## src/sv/nfasc_ram.sv

```systemverilog
// generic single write, single read ram with registered read data
module nfasc_ram #(
    parameter int WIDTH = 8,
    parameter int DEPTH = 16,
    localparam int AW = (DEPTH > 1) ? $clog2(DEPTH) : 1
) (
    input  logic             i_clk,
    input  logic             i_we,
    input  logic [AW-1:0]    i_waddr,
    input  logic [WIDTH-1:0] i_wdata,
    input  logic [AW-1:0]    i_raddr,
    output logic [WIDTH-1:0] o_rdata
);

    logic [WIDTH-1:0] r_mem [DEPTH];
    logic [WIDTH-1:0] r_rdata;

    always_ff @(posedge i_clk) begin
        if (i_we) begin
            r_mem[i_waddr] <= i_wdata;
        end
        r_rdata <= r_mem[i_raddr];
    end

    assign o_rdata = r_rdata;

endmodule

```

## config.mk

```make
export PLATFORM = sky130hd
export DESIGN_NAME = nfasc_ram
export DESIGN_NICKNAME = d
export VERILOG_FILES = /design/src/sv/nfasc_ram.sv
export SDC_FILE = /design/constraint.sdc
export NUM_CORES = 1
export LEC_CHECK = 0
export BUFFER_PORTS_ARGS = -buffer_cell sky130_fd_sc_hd__buf_4
export CELL_PAD_IN_SITES_DETAIL_PLACEMENT = 1
export CELL_PAD_IN_SITES_GLOBAL_PLACEMENT = 2
export CORE_MARGIN = 5
export CORE_UTILIZATION = 40
export CTS_CLUSTER_SIZE = 12
export DETAILED_ROUTE_END_ITERATION = 12
export PLACE_DENSITY = 0.7
export SLEW_MARGIN = 10
export SYNTH_ARGS = -nofsm -noshare
export SYNTH_HDL_FRONTEND = slang
export SYNTH_SLANG_ARGS = --single-unit
```

## constraint.sdc

```tcl
create_clock -name i_clk -period 3.85 [get_ports i_clk]
set_clock_uncertainty 0.2 [all_clocks]
set_input_delay 1.155 -clock i_clk [delete_from_list [all_inputs] [get_ports i_clk]]
set_output_delay 1.155 -clock i_clk [all_outputs]
set_load 0.01 [all_outputs]
```

==> impl_results.md <==
* Setup crit end kind: flip-flop
* CTS tree: done
* Pwr dens at 543 mW/mm^2
* WHS Path Cells at 3
* Synth Flop Type: edfxtp_1
* Drt total wl at 10,500 um
* Worst Tran Pin Value at 928 ps
* M1 GR Usage at 19.5%
* Cells after DPL at 430
* Mapped cell area at 0.00515 mm^2
* DRC at 0
* Most Crowded Layer GR: met2
* Crit path kind: in -> reg
* Peak per-stage delay on the critical path at 730 ps
* Combinational share of power at 4.9%
* Global-route wire length before repair at 15,700 um
* Syn Inst Count at 229
* Yosys reg bits at 136
* Switching share of total power at 19.8%
* Vias in the first global route at 2,608
* CP Cell Sequence: buf_4 > or3b_2 > nor2_1
* Clock tree root buffer cell: clkbuf_16
* Final non-filler cell area at 0.00611 mm^2
* Area of the multi-input gates at 0.00106 mm^2
* Final setup viols at 0
* Largest net degree at the start of global routing at 33
* Chip Width at 123 um
* Initial antenna violation count at 0
* Most instantiated library cell after synthesis: edfxtp_1
* Die height at 123 um
* Reg area at 0.00400 mm^2
* Area delta synth->final at 18.8%
* Final Cycle Share at 69.8%
* GRT Util Overall at 15.1%
* Critical path's slowest cell: nor2_1
* Async set or reset register ratio after synthesis at 0%
* Flop pwr share at 50.2%
* Sw power at 0.656 mW
* RSZ-0062 raised after global routing: no
* R2r worst-path depth at 3
* Syn nets at 247
* Reg2Reg Setup Slack at 2220 ps
* P_int at 2.66 mW
* Grt met3 use at 4.48%
* Antenna diodes at 0
* HP Class: reg -> reg
* Setup TNS at 0 ps
* H-Tree Depth at 4
* Minimum clock period at 2690 ps
* # Post-CTS Setup Buffers at 0
* GRT met2 Usage at 24.3%
* Detailed placer's ending HPWL at 6590 um
* Initial Util at 40.8%
* Worst setup SP type: input port
* Routed len/inst at 22.8 um
* Leading area contributor after synthesis: edfxtp_1
* Mean post-synth cell area at 22.5 um^2
* WP data required at 3680 ps
* VDD IR max at 353 uV
* Worst Path Arrival at 2520 ps
* Post-synthesis cell type count at 19
* Iteration-0 DRC Markers at 203
* Buffer levels on the longest clock path at 2
* Die area at 0.0152 mm^2
* Share of the synthesized area in the top cell type at 74.7%
* # port buffers at 25
* CTS Buf Count at 17
* Number of flops mapped to enable cells by yosys at 128
* Gpl congestion at 0.729
* Overflow after GRT at 0
* Fill count at 1,192
* Clock network power share at 44.9%
* Total core area at 0.0126 mm^2
* Worst skew pair latency at 410 ps
* Avg Vias per Cell at 5.20
* Worst Setup SP: i_waddr[2]
* Final nets at 295
* Top Ports at 26
* Clk slew on worst S/H paths at 60 ps
* Share of post-route cells with drive strength above 1 at 29.1%
* Vias at 2,395
* LEAKAGE at 2.05 nW
* Num Clock Sinks at 136
* Post-DRT Antenna Nets at 0
* Row cnt at 41
* Reg-to-Reg Start: r_mem[1][5]
* Cts hold-fix bufs at 0
* Crit Path Max Fanout at 8
* Max-cap viol count at 0
* Max-slew violation count at 0
* Worst Hold Launch: r_mem[13][7]
* Slew headroom at 37.9%
* Max Freq at 372 MHz
* Post-cts sizing count at 0
* Seq/Total Area, Yosys at 77.8%
* Area contributors post-synth: edfxtp_1 (75%), mux4_2 (7.9%), mux4_1 (7.1%)
* Placed Area at 0.00557 mm^2
* First drt pass iteration count at 4
* Outcome: finished, final reports clean
* WHS at 475 ps
* Synth cell count leaders: edfxtp_1 (128), mux4_2 (18), a22oi_1 (16)
* Synth Warn # at 0
* Fin. Hold Viols at 0
* Cell Count, Final, Fillers Out at 461
## power by group through the flow
stage               clock network [mW]  registers, mW  logic [mW]
finish                            1.49           1.67       0.162
global route                      1.60           1.67       0.175
CTS                               1.52           1.67       0.166
detailed placement                   0           1.70       0.165
global placement                     0           1.70       0.162
floorplan                            0           1.70      0.0840
## state kept, by name, indices dropped and copies added (netlist names)
| signal | cells |
|---|---|
| r_mem | 128 |
| o_rdata | 8 |
## routing by layer
layer / vias up / part of all wire (%)
met5: - / 0
met4: 0 / 1.0
met3: 5 / 3.9
met2: 64 / 51
met1: 1260 / 44
li1: 1066 / -
## logic make-up after synthesis
| group | after synthesis | share of synthesized area, % |
|---|---|---|
| buf+inv | 10 | 1.68 |
| flops | 136 | 77.8 |
| compound gates | 16 | 2.33 |
| mux | 32 | 15.0 |
| simple gates | 35 | 3.18 |
## metrics by stage
| stage | power [mW] | utilization, % | setup WS, ps |
|---|---|---|---|
| 3_3_place_gp | 1.86 | 44.1 | 785 |
| 3_5_place_dp | 1.86 | 44.1 | 726 |
| 5_1_grt | 3.44 | 48.4 | 1140 |
| 2_1_floorplan | 1.78 | - | 1000 |
| 4_1_cts | 3.36 | 48.4 | 1160 |
| 6_report | 3.32 | 48.4 | 1160 |
## final timing paths
kind                                     to
worst max-delay path            r_mem[3][2]
worst min-delay path             o_rdata[7]
worst max register to register   o_rdata[5]
worst min register to register   o_rdata[7]
## cells in the final DEF, fill, tap and decap left out
cell type / count
clkbuf_1: 3
nand2_1: 9
nand2b_1: 2
nand3_1: 1
buf_4: 39
nor2_1: 13
and2_1: 1
mux4_1: 14
nor2b_1: 1
a22oi_1: 16
clkbuf_16: 17
nor3_1: 4
nand3b_1: 2
bufinv_16: 2
clkinv_2: 5
and2b_1: 1
or3b_2: 1
clkinvlp_4: 2
mux4_2: 18
clkinv_1: 2
edfxtp_1: 128
dfxtp_1: 8
## worst max-delay path: cells and delay by family
family | cells | cell delay (ps)
buffers and inverters | 1 | 120
and+or+nand+nor | 2 | 1240
## cell type report
| cell class | count | area share, % |
|---|---|---|
| clock buffer | 20 | 7.14 |
| clock inverter | 11 | 1.76 |
| multi-input combinational | 83 | 17.3 |
| sequential | 136 | 65.5 |
| tap | 172 | 3.52 |
| timing repair buffer | 39 | 4.79 |
No activity file was read; power rests on OpenSTA's default activity.
